### config.mk
export PLATFORM = sky130hd
export DESIGN_NAME = touch_report_i2c_slave_translator_core
export DESIGN_NICKNAME = d
export VERILOG_FILES = /design/src/hdl/trist_pkg.sv /design/src/hdl/trist_isqrt.sv /design/src/hdl/trist_dp.sv /design/src/hdl/trist_ctrl.sv /design/src/hdl/touch_report_i2c_slave_translator_core.sv
export SDC_FILE = /design/constraint.sdc
export NUM_CORES = 2
export LEC_CHECK = 0
export BUFFER_PORTS_ARGS = -buffer_cell sky130_fd_sc_hd__buf_2
export CAP_MARGIN = 40
export CORE_MARGIN = 1
export CORE_UTILIZATION = 50
export CTS_CLUSTER_SIZE = 25
export DETAILED_ROUTE_END_ITERATION = 10
export PLACE_DENSITY = 0.67
export SYNTH_ARGS = -nofsm -noshare
export SYNTH_HDL_FRONTEND = slang
export SYNTH_SLANG_ARGS = --single-unit
### constraint.sdc
create_clock -name i_clk -period 8.9 [get_ports i_clk]
set_input_delay 0.445 -clock i_clk [delete_from_list [all_inputs] [get_ports i_clk]]
set_output_delay 0.445 -clock i_clk [all_outputs]
set_load 0.005 [all_outputs]
### src/hdl/trist_pkg.sv
// Shared types and constants for the touch report I2C slave translator.
// Holds op codes, command and event codes, byte array type and control structs.
// No dependencies.
package trist_pkg;

    localparam int unsigned BUF_BYTES_DEF = 16;
    localparam int unsigned REC_BYTES     = 16;
    localparam int unsigned DIST_W        = 16;
    localparam int unsigned ROOT_W        = 35;
    localparam int unsigned ACC_W         = 34;

    localparam logic [2:0] OP_REPORT = 3'd0;
    localparam logic [2:0] OP_ADDR   = 3'd1;
    localparam logic [2:0] OP_RX     = 3'd2;
    localparam logic [2:0] OP_TX     = 3'd3;
    localparam logic [2:0] OP_STOP   = 3'd4;

    localparam logic [7:0] CMD_STATUS = 8'h0F;
    localparam logic [7:0] CMD_POINT  = 8'h10;
    localparam logic [7:0] CMD_AE     = 8'hAE;
    localparam logic [7:0] CMD_E1     = 8'hE1;
    localparam logic [7:0] CMD_F6     = 8'hF6;
    localparam logic [7:0] CMD_02     = 8'h02;
    localparam logic [7:0] CMD_0B     = 8'h0B;
    localparam logic [7:0] CMD_E2     = 8'hE2;
    localparam logic [7:0] CMD_E3     = 8'hE3;
    localparam logic [7:0] CMD_F3     = 8'hF3;
    localparam logic [7:0] CMD_F4     = 8'hF4;
    localparam logic [7:0] CMD_F5     = 8'hF5;
    localparam logic [7:0] CMD_F0     = 8'hF0;
    localparam logic [7:0] CMD_F1     = 8'hF1;
    localparam logic [7:0] CMD_F2     = 8'hF2;

    localparam logic [7:0] EV_DOWN1 = 8'hA1;
    localparam logic [7:0] EV_DOWN2 = 8'hA2;
    localparam logic [7:0] EV_PALM1 = 8'hB1;
    localparam logic [7:0] EV_PALM2 = 8'hB2;
    localparam logic [7:0] EV_UP1   = 8'h21;
    localparam logic [7:0] EV_UP2   = 8'h22;

    localparam logic [7:0] ST_IDLE    = 8'h08;
    localparam logic [7:0] ST_EVENT   = 8'h10;
    localparam logic [7:0] ST_UP      = 8'h08;
    localparam logic [7:0] ST_UP_PALM = 8'h88;

    typedef logic [15:0][7:0] t_bytes16;

    typedef struct packed {
        logic exec;
        logic mul_x;
        logic mul_y;
        logic root_start;
        logic finish;
    } t_cmd;

    typedef struct packed {
        logic need_root;
        logic out_busy;
        logic root_done;
    } t_stat;

endpackage

### src/hdl/trist_isqrt.sv
// Iterative integer square root, two radicand bits per cycle.
// Depends on trist_pkg for widths.
module trist_isqrt (
    input  logic                         i_clk,
    input  logic                         i_rst_n,
    input  logic                         i_start,
    input  logic [trist_pkg::ROOT_W-1:0] i_radicand,
    output logic                         o_done,
    output logic [trist_pkg::ROOT_W-1:0] o_root
);

    localparam int unsigned W = trist_pkg::ROOT_W;

    logic [W-1:0] r_n;
    logic [W-1:0] r_res;
    logic [W-1:0] r_bit;
    logic         r_busy;
    logic         r_done;
    logic [W:0]   v_sum;
    logic         v_ge;

    always_comb begin
        v_sum = {1'b0, r_res} + {1'b0, r_bit};
        v_ge  = {1'b0, r_n} >= v_sum;
    end

    always_ff @(posedge i_clk) begin
        if (!i_rst_n) begin
            r_busy <= 1'b0;
            r_done <= 1'b0;
        end else begin
            r_done <= r_busy && r_bit[0];
            if (i_start) begin
                r_busy <= 1'b1;
            end else if (r_busy && r_bit[0]) begin
                r_busy <= 1'b0;
            end
        end
    end

    always_ff @(posedge i_clk) begin
        if (i_start) begin
            r_n   <= i_radicand;
            r_res <= '0;
            r_bit <= W'(1) << (W - 1);
        end else if (r_busy) begin
            if (v_ge) begin
                r_n   <= r_n - v_sum[W-1:0];
                r_res <= (r_res >> 1) + r_bit;
            end else begin
                r_res <= r_res >> 1;
            end
            r_bit <= r_bit >> 2;
        end
    end

    assign o_done = r_done;
    assign o_root = r_res;

endmodule

### src/hdl/trist_dp.sv
// Datapath: report, record and command stores, indices, pinch tracking, output word.
// Depends on trist_pkg and trist_isqrt.
module trist_dp #(
    parameter int unsigned BUF_BYTES = trist_pkg::BUF_BYTES_DEF
) (
    input  logic             i_clk,
    input  logic             i_rst_n,
    input  trist_pkg::t_cmd  i_cmd,
    output trist_pkg::t_stat o_stat,
    input  logic [2:0]       i_op,
    input  logic [63:0]      i_report_low,
    input  logic [63:0]      i_report_high,
    input  logic [7:0]       i_rx_byte,
    input  logic             i_out_ready,
    output logic             o_out_valid,
    output logic [7:0]       o_tx_byte,
    output logic             o_tx_valid,
    output logic             o_int_level
);

    localparam int unsigned IDX_W = $clog2(BUF_BYTES + 1);
    localparam int unsigned ACC_W = trist_pkg::ACC_W;
    localparam int unsigned DW    = trist_pkg::DIST_W;
    localparam int unsigned RW    = trist_pkg::ROOT_W;

    function automatic trist_pkg::t_bytes16 put_finger(trist_pkg::t_bytes16 r,
                                                       trist_pkg::t_bytes16 rep,
                                                       logic hi, logic f);
        trist_pkg::t_bytes16 v;
        logic [3:0]          o;
        v = r;
        o = f ? 4'd6 : 4'd0;
        v[{hi, 3'd1}] = {rep[4'd7 + o][3:0], rep[4'd5 + o][3:0]};
        v[{hi, 3'd2}] = rep[4'd4 + o];
        v[{hi, 3'd3}] = rep[4'd6 + o];
        v[{hi, 3'd5}] = rep[4'd8 + o];
        return v;
    endfunction

    trist_pkg::t_bytes16 r_rep, n_rep;
    trist_pkg::t_bytes16 r_resp, n_resp;
    logic [7:0]       r_cmd0, n_cmd0;
    logic [IDX_W-1:0] r_rx_idx, n_rx_idx;
    logic [IDX_W-1:0] r_tx_idx, n_tx_idx;
    logic [DW-1:0]    r_last, n_last;
    logic             r_pin, n_pin, r_pout, n_pout, r_two, n_two;
    logic             r_bup, n_bup, r_fup, n_fup, r_sup, n_sup;
    logic             r_host, n_host;
    logic [15:0]      r_dx, n_dx, r_dy, n_dy;
    logic [ACC_W-1:0] r_acc, n_acc;
    logic             r_out_valid, n_out_valid;
    logic [7:0]       r_tx_byte, n_tx_byte;
    logic             r_txv, n_txv;
    logic             r_int, n_int;

    trist_pkg::t_bytes16 in_rep;
    trist_pkg::t_bytes16 dec_resp;
    logic             dec_two, dec_bup, dec_fup, dec_sup;
    logic [7:0]       v_cmd0;
    logic [7:0]       v_tx;
    logic             v_txv;
    logic [15:0]      x0, x1, y0, y1;
    logic [DW-1:0]    v_d;
    logic             root_done;
    logic [RW-1:0]    root;
    logic [7:0]       b0, b9, b15, g;

    assign in_rep = {i_report_high, i_report_low};
    assign x0 = {in_rep[5], in_rep[4]};
    assign y0 = {in_rep[7], in_rep[6]};
    assign x1 = {in_rep[11], in_rep[10]};
    assign y1 = {in_rep[13], in_rep[12]};
    assign b0  = r_rep[0];
    assign b9  = r_rep[9];
    assign b15 = r_rep[15];
    assign g   = r_rep[2];
    assign v_cmd0 = (r_rx_idx == '0) ? i_rx_byte : r_cmd0;

    trist_isqrt u_isqrt (
        .i_clk      (i_clk),
        .i_rst_n    (i_rst_n),
        .i_start    (i_cmd.root_start),
        .i_radicand ({1'b0, r_acc}),
        .o_done     (root_done),
        .o_root     (root)
    );

    always_comb begin
        o_stat.need_root = (i_op == trist_pkg::OP_REPORT) && in_rep[15][0]
                           && (in_rep[15][2] || in_rep[9][2]);
        o_stat.out_busy  = r_out_valid;
        o_stat.root_done = root_done;
    end

    always_comb begin
        dec_resp = r_resp;
        dec_two  = r_two;
        dec_bup  = r_bup;
        dec_fup  = r_fup;
        dec_sup  = r_sup;
        case (v_cmd0)
            trist_pkg::CMD_STATUS: begin
                dec_resp[0] = trist_pkg::ST_IDLE;
                if (b9[2] && b15[2]) dec_resp[0] = trist_pkg::ST_EVENT;
                if (r_two && !b9[0] && !b15[0]) begin
                    dec_resp[0] = trist_pkg::ST_EVENT;
                    dec_bup = 1'b1;
                end
                if (r_two && b9[2] && !b15[0]) begin
                    dec_resp[0] = trist_pkg::ST_EVENT;
                    dec_sup = 1'b1;
                end
                if (r_two && !b9[0] && b15[2]) begin
                    dec_resp[0] = trist_pkg::ST_EVENT;
                    dec_fup = 1'b1;
                end
            end
            trist_pkg::CMD_AE: dec_resp[0] = 8'h26;
            trist_pkg::CMD_E1: begin
                dec_resp[0] = 8'h04; dec_resp[1] = 8'h82;
                dec_resp[2] = 8'h07; dec_resp[3] = 8'h00;
            end
            trist_pkg::CMD_F6: begin
                dec_resp[0] = 8'h55; dec_resp[1] = 8'h56; dec_resp[2] = 8'h32;
                dec_resp[3] = 8'h00; dec_resp[4] = 8'h00; dec_resp[5] = 8'h00;
                dec_resp[6] = 8'h00; dec_resp[7] = 8'h00;
                dec_resp[8] = 8'h11; dec_resp[9] = 8'h08;
            end
            trist_pkg::CMD_02: begin
                dec_resp[0] = 8'h54; dec_resp[1] = 8'h00;
                dec_resp[2] = 8'h00; dec_resp[3] = 8'h00;
            end
            trist_pkg::CMD_0B: begin
                dec_resp[0] = 8'h13; dec_resp[1] = 8'h0C; dec_resp[2] = 8'h00;
            end
            trist_pkg::CMD_E2: dec_resp[0] = 8'h82;
            trist_pkg::CMD_E3, trist_pkg::CMD_F3, trist_pkg::CMD_F4,
            trist_pkg::CMD_F5: dec_resp[0] = 8'h07;
            trist_pkg::CMD_F0: dec_resp[0] = 8'h04;
            trist_pkg::CMD_F1, trist_pkg::CMD_F2: dec_resp[0] = 8'h45;
            trist_pkg::CMD_POINT: begin
                dec_resp = '0;
                if (b9[0]) begin
                    dec_resp[0] = trist_pkg::EV_DOWN1;
                    dec_resp = put_finger(dec_resp, r_rep, 1'b0, 1'b0);
                    if (b9[7]) dec_resp[0] = trist_pkg::EV_PALM1;
                end
                if (!b9[0] && b15[0]) begin
                    dec_resp[0] = trist_pkg::EV_DOWN2;
                    dec_resp = put_finger(dec_resp, r_rep, 1'b0, 1'b1);
                    if (b15[7]) dec_resp[0] = trist_pkg::EV_PALM2;
                end
                if (b9[0] && b15[0]) begin
                    dec_two = 1'b1;
                    dec_resp[0] = trist_pkg::EV_DOWN1;
                    dec_resp[8] = trist_pkg::EV_DOWN2;
                    dec_resp = put_finger(dec_resp, r_rep, 1'b0, 1'b0);
                    dec_resp = put_finger(dec_resp, r_rep, 1'b1, 1'b1);
                    if (!b9[2] && b15[2]) begin
                        dec_resp[0] = trist_pkg::EV_DOWN2;
                        dec_resp = put_finger(dec_resp, r_rep, 1'b0, 1'b1);
                        if (b15[7]) dec_resp[0] = trist_pkg::EV_PALM2;
                        if (b9[7]) dec_resp[0] = trist_pkg::EV_PALM1;
                        if (b15[7]) dec_resp[8] = trist_pkg::EV_PALM2;
                    end
                end else begin
                    dec_two = 1'b0;
                end
                if (b0[0] && b0[3]) begin
                    if (b9 == trist_pkg::ST_UP || b9 == trist_pkg::ST_UP_PALM) begin
                        dec_resp[0] = trist_pkg::EV_UP1;
                        dec_resp = put_finger(dec_resp, r_rep, 1'b0, 1'b0);
                    end
                    if (b15 == trist_pkg::ST_UP || b15 == trist_pkg::ST_UP_PALM) begin
                        dec_resp[0] = trist_pkg::EV_UP2;
                        dec_resp = put_finger(dec_resp, r_rep, 1'b0, 1'b1);
                    end
                    if (r_bup) begin
                        dec_bup = 1'b0;
                        dec_resp[0] = trist_pkg::EV_UP1;
                        dec_resp[8] = trist_pkg::EV_UP2;
                        dec_resp = put_finger(dec_resp, r_rep, 1'b0, 1'b0);
                        dec_resp = put_finger(dec_resp, r_rep, 1'b1, 1'b1);
                    end
                    if (r_fup) begin
                        dec_fup = 1'b0;
                        dec_resp[0] = trist_pkg::EV_UP1;
                        dec_resp[8] = trist_pkg::EV_DOWN2;
                        dec_resp = put_finger(dec_resp, r_rep, 1'b0, 1'b0);
                        dec_resp = put_finger(dec_resp, r_rep, 1'b1, 1'b1);
                    end
                    if (r_sup) begin
                        dec_sup = 1'b0;
                        dec_resp[0] = trist_pkg::EV_DOWN1;
                        dec_resp[8] = trist_pkg::EV_UP2;
                        dec_resp = put_finger(dec_resp, r_rep, 1'b0, 1'b0);
                        dec_resp = put_finger(dec_resp, r_rep, 1'b1, 1'b1);
                    end
                end
                if (g == 8'h05) dec_resp[7] = 8'h07;
                if (g == 8'h01) dec_resp[7] = 8'h03;
                if (g == 8'h03) dec_resp[7] = 8'h05;
                if (g == 8'h07) dec_resp[7] = 8'h01;
                if (g[2:0] != 3'd0) dec_resp[6] = 8'h01;
                if (r_pout) begin
                    dec_resp[6]  = 8'h03;
                    dec_resp[14] = 8'h03;
                end
                if (r_pin) begin
                    dec_resp[6]  = 8'h04;
                    dec_resp[14] = 8'h04;
                end
            end
            default: ;
        endcase
    end

    always_comb begin
        n_rep = r_rep; n_resp = r_resp; n_cmd0 = r_cmd0;
        n_rx_idx = r_rx_idx; n_tx_idx = r_tx_idx; n_last = r_last;
        n_pin = r_pin; n_pout = r_pout; n_two = r_two;
        n_bup = r_bup; n_fup = r_fup; n_sup = r_sup; n_host = r_host;
        n_dx = r_dx; n_dy = r_dy; n_acc = r_acc;
        n_out_valid = r_out_valid && !i_out_ready;
        n_tx_byte = r_tx_byte; n_txv = r_txv; n_int = r_int;
        v_tx = 8'h00;
        v_txv = 1'b0;
        v_d = (root > RW'(16'hFFFF)) ? 16'hFFFF : root[DW-1:0];
        if (i_cmd.exec) begin
            case (i_op)
                trist_pkg::OP_REPORT: begin
                    n_rep  = in_rep;
                    n_host = 1'b0;
                    n_dx   = (x0 > x1) ? x0 - x1 : x1 - x0;
                    n_dy   = (y0 > y1) ? y0 - y1 : y1 - y0;
                    if (!in_rep[15][0]) begin
                        n_last = '0;
                        n_pin  = 1'b0;
                        n_pout = 1'b0;
                    end
                end
                trist_pkg::OP_ADDR: begin
                    n_rx_idx = '0;
                    n_tx_idx = '0;
                end
                trist_pkg::OP_RX: begin
                    if (r_rx_idx < IDX_W'(BUF_BYTES)) begin
                        n_cmd0   = v_cmd0;
                        n_rx_idx = r_rx_idx + IDX_W'(1);
                    end
                    n_resp = dec_resp;
                    n_two  = dec_two;
                    n_bup  = dec_bup;
                    n_fup  = dec_fup;
                    n_sup  = dec_sup;
                end
                trist_pkg::OP_TX: begin
                    v_txv = 1'b1;
                    if (r_tx_idx < IDX_W'(BUF_BYTES)) begin
                        if (r_tx_idx < IDX_W'(trist_pkg::REC_BYTES)) begin
                            v_tx = r_resp[r_tx_idx[3:0]];
                        end
                        n_tx_idx = r_tx_idx + IDX_W'(1);
                    end
                end
                trist_pkg::OP_STOP: begin
                    if (r_cmd0 == trist_pkg::CMD_POINT) n_host = 1'b1;
                end
                default: ;
            endcase
            if (!o_stat.need_root) begin
                n_out_valid = 1'b1;
                n_tx_byte   = v_tx;
                n_txv       = v_txv;
                n_int       = n_host;
            end
        end
        if (i_cmd.mul_x) n_acc = ACC_W'(32'(r_dx) * 32'(r_dx));
        if (i_cmd.mul_y) n_acc = r_acc + ACC_W'(32'(r_dy) * 32'(r_dy));
        if (i_cmd.finish) begin
            if (r_last != '0) begin
                if (v_d < r_last) n_pin = 1'b1;
                if (v_d > r_last) n_pout = 1'b1;
            end
            n_last      = v_d;
            n_out_valid = 1'b1;
            n_tx_byte   = 8'h00;
            n_txv       = 1'b0;
            n_int       = r_host;
        end
    end

    always_ff @(posedge i_clk) begin
        if (!i_rst_n) begin
            r_rep <= '0; r_resp <= '0; r_cmd0 <= '0;
            r_rx_idx <= '0; r_tx_idx <= '0; r_last <= '0;
            r_pin <= 1'b0; r_pout <= 1'b0; r_two <= 1'b0;
            r_bup <= 1'b0; r_fup <= 1'b0; r_sup <= 1'b0;
            r_host <= 1'b1;
            r_out_valid <= 1'b0;
        end else begin
            r_rep <= n_rep; r_resp <= n_resp; r_cmd0 <= n_cmd0;
            r_rx_idx <= n_rx_idx; r_tx_idx <= n_tx_idx; r_last <= n_last;
            r_pin <= n_pin; r_pout <= n_pout; r_two <= n_two;
            r_bup <= n_bup; r_fup <= n_fup; r_sup <= n_sup;
            r_host <= n_host;
            r_out_valid <= n_out_valid;
        end
    end

    always_ff @(posedge i_clk) begin
        r_dx <= n_dx;
        r_dy <= n_dy;
        r_acc <= n_acc;
        r_tx_byte <= n_tx_byte;
        r_txv <= n_txv;
        r_int <= n_int;
    end

    assign o_out_valid = r_out_valid;
    assign o_tx_byte   = r_tx_byte;
    assign o_tx_valid  = r_txv;
    assign o_int_level = r_int;

    a_rx_idx: assert property (@(posedge i_clk) disable iff (!i_rst_n)
        r_rx_idx <= IDX_W'(BUF_BYTES)) else $error("rx index past buffer");
    a_tx_idx: assert property (@(posedge i_clk) disable iff (!i_rst_n)
        r_tx_idx <= IDX_W'(BUF_BYTES)) else $error("tx index past buffer");
    a_tx_zero: assert property (@(posedge i_clk) disable iff (!i_rst_n)
        r_out_valid && !r_txv |-> r_tx_byte == 8'h00) else $error("stray tx byte");
    a_fin_free: assert property (@(posedge i_clk) disable iff (!i_rst_n)
        i_cmd.finish |-> !r_out_valid) else $error("output word overwritten");

endmodule

### src/hdl/trist_ctrl.sv
// Controller: sequences acceptance, the squaring steps and the root unit.
// Depends on trist_pkg.
module trist_ctrl (
    input  logic             i_clk,
    input  logic             i_rst_n,
    input  logic             i_valid,
    input  logic             i_out_ready,
    input  trist_pkg::t_stat i_stat,
    output logic             o_ready,
    output trist_pkg::t_cmd  o_cmd
);

    localparam logic [2:0] S_IDLE  = 3'd0;
    localparam logic [2:0] S_MULX  = 3'd1;
    localparam logic [2:0] S_MULY  = 3'd2;
    localparam logic [2:0] S_START = 3'd3;
    localparam logic [2:0] S_ROOT  = 3'd4;

    logic [2:0] r_state, n_state;
    logic       accept;

    assign o_ready = (r_state == S_IDLE) && (!i_stat.out_busy || i_out_ready);
    assign accept  = i_valid && o_ready;

    always_comb begin
        n_state = r_state;
        o_cmd   = '0;
        case (r_state)
            S_IDLE: begin
                o_cmd.exec = accept;
                if (accept && i_stat.need_root) n_state = S_MULX;
            end
            S_MULX: begin
                o_cmd.mul_x = 1'b1;
                n_state = S_MULY;
            end
            S_MULY: begin
                o_cmd.mul_y = 1'b1;
                n_state = S_START;
            end
            S_START: begin
                o_cmd.root_start = 1'b1;
                n_state = S_ROOT;
            end
            S_ROOT: begin
                if (i_stat.root_done) begin
                    o_cmd.finish = 1'b1;
                    n_state = S_IDLE;
                end
            end
            default: n_state = S_IDLE;
        endcase
    end

    always_ff @(posedge i_clk) begin
        if (!i_rst_n) begin
            r_state <= S_IDLE;
        end else begin
            r_state <= n_state;
        end
    end

endmodule

### src/hdl/touch_report_i2c_slave_translator_core.sv
// Top level of the touch report I2C slave translator.
// Depends on trist_pkg, trist_ctrl, trist_dp and trist_isqrt.
//
// Input channel (i_valid/o_ready) carries one word per I2C or report event:
// i_op selects touch report, address match, received byte, transmit request
// or stop. Output channel (o_valid/i_ready) returns exactly one word per
// input word: o_tx_byte/o_tx_valid answer transmit requests, o_int_level is
// the host interrupt line after the event (0 = pending).
// Every event except a touch report with finger 2 down and a finger moving
// has its output word registered on acceptance; that one runs two squaring
// steps, a root start, an 18-step iterative square root and a finish step,
// in that order, from acceptance to the output word.
// Throughput: one word per cycle for short events while the receiver takes
// the words; a distance report holds o_ready low until its root unit is done.
// The output word sits in a register; a new input is taken in the cycle the
// pending word leaves, and o_ready drops while the receiver stalls with a word
// pending.
// Reset clears all stores, indices and flags and sets the interrupt flag high.
module touch_report_i2c_slave_translator_core #(
    parameter int unsigned BUF_BYTES = trist_pkg::BUF_BYTES_DEF
) (
    input  logic        i_clk,
    input  logic        i_rst_n,
    input  logic        i_valid,
    output logic        o_ready,
    input  logic [2:0]  i_op,
    input  logic [63:0] i_report_low,
    input  logic [63:0] i_report_high,
    input  logic [7:0]  i_rx_byte,
    output logic        o_valid,
    input  logic        i_ready,
    output logic [7:0]  o_tx_byte,
    output logic        o_tx_valid,
    output logic        o_int_level
);

    trist_pkg::t_cmd  cmd;
    trist_pkg::t_stat stat;

    trist_ctrl u_ctrl (
        .i_clk       (i_clk),
        .i_rst_n     (i_rst_n),
        .i_valid     (i_valid),
        .i_out_ready (i_ready),
        .i_stat      (stat),
        .o_ready     (o_ready),
        .o_cmd       (cmd)
    );

    trist_dp #(
        .BUF_BYTES (BUF_BYTES)
    ) u_dp (
        .i_clk         (i_clk),
        .i_rst_n       (i_rst_n),
        .i_cmd         (cmd),
        .o_stat        (stat),
        .i_op          (i_op),
        .i_report_low  (i_report_low),
        .i_report_high (i_report_high),
        .i_rx_byte     (i_rx_byte),
        .i_out_ready   (i_ready),
        .o_out_valid   (o_valid),
        .o_tx_byte     (o_tx_byte),
        .o_tx_valid    (o_tx_valid),
        .o_int_level   (o_int_level)
    );

endmodule

==> results.py <==
metrics = {
    "grt": {
        "use_met2": 0.426,
        "grt_pass1_wl_mm": 170,
        "antenna_found_initial": 19,
        "track_usage": 0.266,
        "overflow": 0,
        "grt_max_degree": 69,
        "grt.met3_usage": 0.0471,
        "met1_usage": 0.364,
        "grt_pass1_vias": 32200,
        "top_usage_layer": "met2",
    },
    "sta": {
        "slew_headroom": 0.382,
        "fin_crit_sh": 0.867,
        "setup-tns-final_ns": 0,
        "slew_violations": 0,
        "fmax_mhz": 130,
        "period_needed_ns": 7.72,
        "rsz0062_at_grt": "false",
        "hold_viol": 0,
        "tightest_slew_ns": 0.926,
        "fin_skew_ns": 0.0289,
        "setup_viol": 0,
    },
    "power_and_ir_drop": {
        "p_clk_frac": 0.199,
        "intPower_w": 0.00555,
        "power.share.sequential": 0.212,
        "pwr_density_cell_mw_per_mm2": 234,
        "power_w": 0.00997,
        "power_switching_w": 0.00442,
        "peakVddDrop_v": 0.000288,
        "leakage_nw": 19.5,
        "combinationalPowerShare": 0.590,
        "swShare": 0.444,
    },
    "die": {
        "io_pins": 155,
        "start_util": 0.507,
        "die_x_um": 283,
        "fp-row-count": 102,
        "core_area_mm2": 0.0777,
        "dieArea_mm2": 0.0799,
        "fp.dieH_um": 283,
    },
    "placement": {
        "place_inst": 5692,
        "gp_congestion": 0.905,
        "dp_hpwl_mm": 81.2,
        "io_buffers": 132,
    },
    "clock_tree": {
        "clkTransAtPathRegs_ns": 0.07,
        "ctsRootBufferMaster": "clkbuf_16",
        "cts-resized-gates": 0,
        "cts_setup_buffers": 0,
        "cts_tree": "yes",
        "cts_hold_buf": 0,
        "numCtsBuffers": 46,
        "h-tree-depth": 2,
        "cts.sinks": 385,
        "insertion_delay_ns": 0.61,
        "clockBufferDepth": 3,
    },
    "detailed_routing": {
        "drc": 0,
        "vias_per_cell": 5.62,
        "vias": 32500,
        "drtPass1Iterations": 5,
        "wirelength_mm": 104,
        "first_iter_violations": 2236,
        "wl_per_cell_um": 18.0,
        "antenna_left": 0,
    },
    "finish": {
        "final_cells": 5779,
        "syn2layout_area_growth_pct": 8.11,
        "fill_cells": 7350,
        "nets": 5568,
        "layout-drive-gt1-share": 0.0729,
    },
    "synthesis": {
        "synth_edf_count": 101,
        "synth_flop_cell": "dfxtp_1",
        "synth-seq-cells": 385,
        "yosysWarnings": 0,
        "synthCells": 4678,
        "syn-cell-area_mm2": 0.0394,
        "async_flop_share": 0,
        "syn_nets": 5546,
        "ys_seq_area_frac": 0.221,
        "ys_types": 89,
        "avgSynthCellArea_um2": 8.42,
    },
    "worst_setup_path": {
        "cp_data_required_time_ns": 9.23,
        "critPathKind": "reg2reg",
        "endpoint_kind": "flop",
        "max_stage_delay_ns": 0.86,
        "path_cells": "and2_1 -> inv_1 -> fa_1 -> inv_1 -> fa_1 -> inv_1 -> fa_1 -> inv_1 -> fa_1 -> fa_1 -> inv_1 -> fa_1 -> inv_1 -> ha_1 -> a21oi_1 -> o21ai_0 -> a21o_1 -> o21ai_0 -> a21oi_1 -> a41o_1 -> o41ai_1 -> o2111ai_1 -> xnor2_1 -> nor2_1",
        "worstPathMaxFanout": 17,
        "path_buf_inv": 6,
        "cp_slowest_cell": "edfxtp_1",
        "cp.arrival_ns": 8.04,
        "crit_family": "adder cells",
        "worst_setup_path_start_kind": "flop",
        "ff2ff_setup_slack_ns": 1.18,
    },
    "flow_run": {
        "maxCapViolCount": 0,
    },
    "min_path": {
        "hold_class": "in2reg",
    },
    "outcome": {
        "status": "finished, final reports clean",
    },
}
-- worst paths after layout --
kind / from / end / cells past startpoint
min reg2reg: u_dp.o_tx_valid / u_dp.o_tx_valid / 2
max reg2reg: u_dp.r_dy[5] / u_dp.r_acc[33] / 24
max: u_dp.r_dy[5] / u_dp.r_acc[33] / 24
min: i_report_high[9] / u_dp.b9[1] / 3
-- state kept, by name (all words and copies together), names as in the netlist, 2 cells and up --
| register | flops |
|---|---|
| u_dp.r_resp | 84 |
| u_dp.r_rep | 64 |
| u_dp.u_isqrt.o_root | 35 |
| u_dp.u_isqrt.r_n | 35 |
| u_dp.r_acc | 34 |
| u_dp.u_isqrt.r_bit | 18 |
| u_dp.r_dx | 16 |
| u_dp.r_dy | 16 |
| u_dp.r_last | 16 |
| u_dp.b15 | 8 |
| u_dp.b9 | 8 |
| u_dp.g | 8 |
| u_dp.o_tx_byte | 8 |
| u_dp.r_cmd0 | 8 |
| u_dp.r_rx_idx | 5 |
| u_dp.r_tx_idx | 5 |
| u_ctrl.r_state | 3 |
| u_dp.b0 | 2 |
-- synth_stat cells, types with 42 or more instances --
cell | instances | area share
a21o_1 | 71 | 0.014
nor3_1 | 60 | 0.0076
o21ai_0 | 201 | 0.026
dfxtp_1 | 284 | 0.14
xnor2_1 | 102 | 0.023
edfxtp_1 | 101 | 0.077
nand2_1 | 573 | 0.055
and2_1 | 91 | 0.014
clkbuf_1 | 174 | 0.017
nand3_1 | 46 | 0.0058
inv_1 | 726 | 0.069
fa_1 | 362 | 0.18
mux2i_1 | 63 | 0.016
xor2_1 | 85 | 0.019
nor2_1 | 290 | 0.028
a31oi_1 | 42 | 0.0067
ha_1 | 363 | 0.12
a21oi_1 | 403 | 0.051
-- tightest hold or removal path, delay by kind of cell --
kind	cells	cell delay (ns)
AOI/OAI and AO/OA	1	0.05
and+or+nand+nor	1	0.05
buffers and inverters	1	0.09
-- layout by cell type, fill, tap and decap left out, types with 40 or more instances in the layout --
cell / count
a21o_1: 71
a21oi_1: 403
a22o_1: 40
a31oi_1: 42
and2_1: 91
buf_2: 133
clkbuf_16: 47
dfxtp_1: 283
edfxtp_1: 101
fa_1: 362
ha_1: 363
inv_1: 725
mux2i_1: 63
nand2_1: 572
nand3_1: 46
nor2_1: 288
nor3_1: 60
o21ai_0: 201
xnor2_1: 102
xor2_1: 85
-- power groups by stage --
stage | combinational (W) | clock (W) | sequential [W]
5_1_grt | 0.00671 | 0.00208 | 0.00212
6_report | 0.00588 | 0.00198 | 0.00211
4_1_cts | 0.00586 | 0.00201 | 0.00211
3_5_place_dp | 0.00578 | 0 | 0.00215
2_1_floorplan | 0.00442 | 0 | 0.00208
3_3_place_gp | 0.00574 | 0 | 0.00215
-- metrics by stage --
step	hold slack (ns)	setup WS, ns	util	cell area (µm²)
after floorplan	0.423	2.46	-	39400
after global placement	0.431	1.37	0.525	40800
after detailed placement	0.435	1.39	0.527	41000
after CTS	0.0435	1.28	0.547	42500
after global routing	0.0658	0.948	0.547	42600
final	0.0692	1.18	0.548	42600
-- metal layers --
metal | vias to the layer above | wire, µm
met2 | 935 | 47300
met5 | - | 152
met1 | 15600 | 46500
met4 | 24 | 3280
met3 | 196 | 6970
li1 | 15700 | -
-- cell families after synthesis --
logic type	count (synthesis)	share of synthesized area
and+or+nand+nor	1298	0.151
AOI/OAI and AO/OA	1063	0.169
buffers and inverters	930	0.0899
adders and majority gates	725	0.299
DFF	385	0.221
xor gates and xnor gates	187	0.0416
muxes	90	0.0272
-- final cells by class --
type / instances / area [µm²] / area share
sequential: 385 / 8720 / 0.205
timing repair buffer: 175 / 1070 / 0.0251
tap: 1040 / 1300 / 0.0306
multi-input combinational: 3363 / 27100 / 0.638
clock buffer: 56 / 1260 / 0.0296
clock inverter: 27 / 320 / 0.00753
inverter: 729 / 2740 / 0.0644
antenna: 4 / 10.0 / 0.000235
Power figures use the tool's default switching activity.
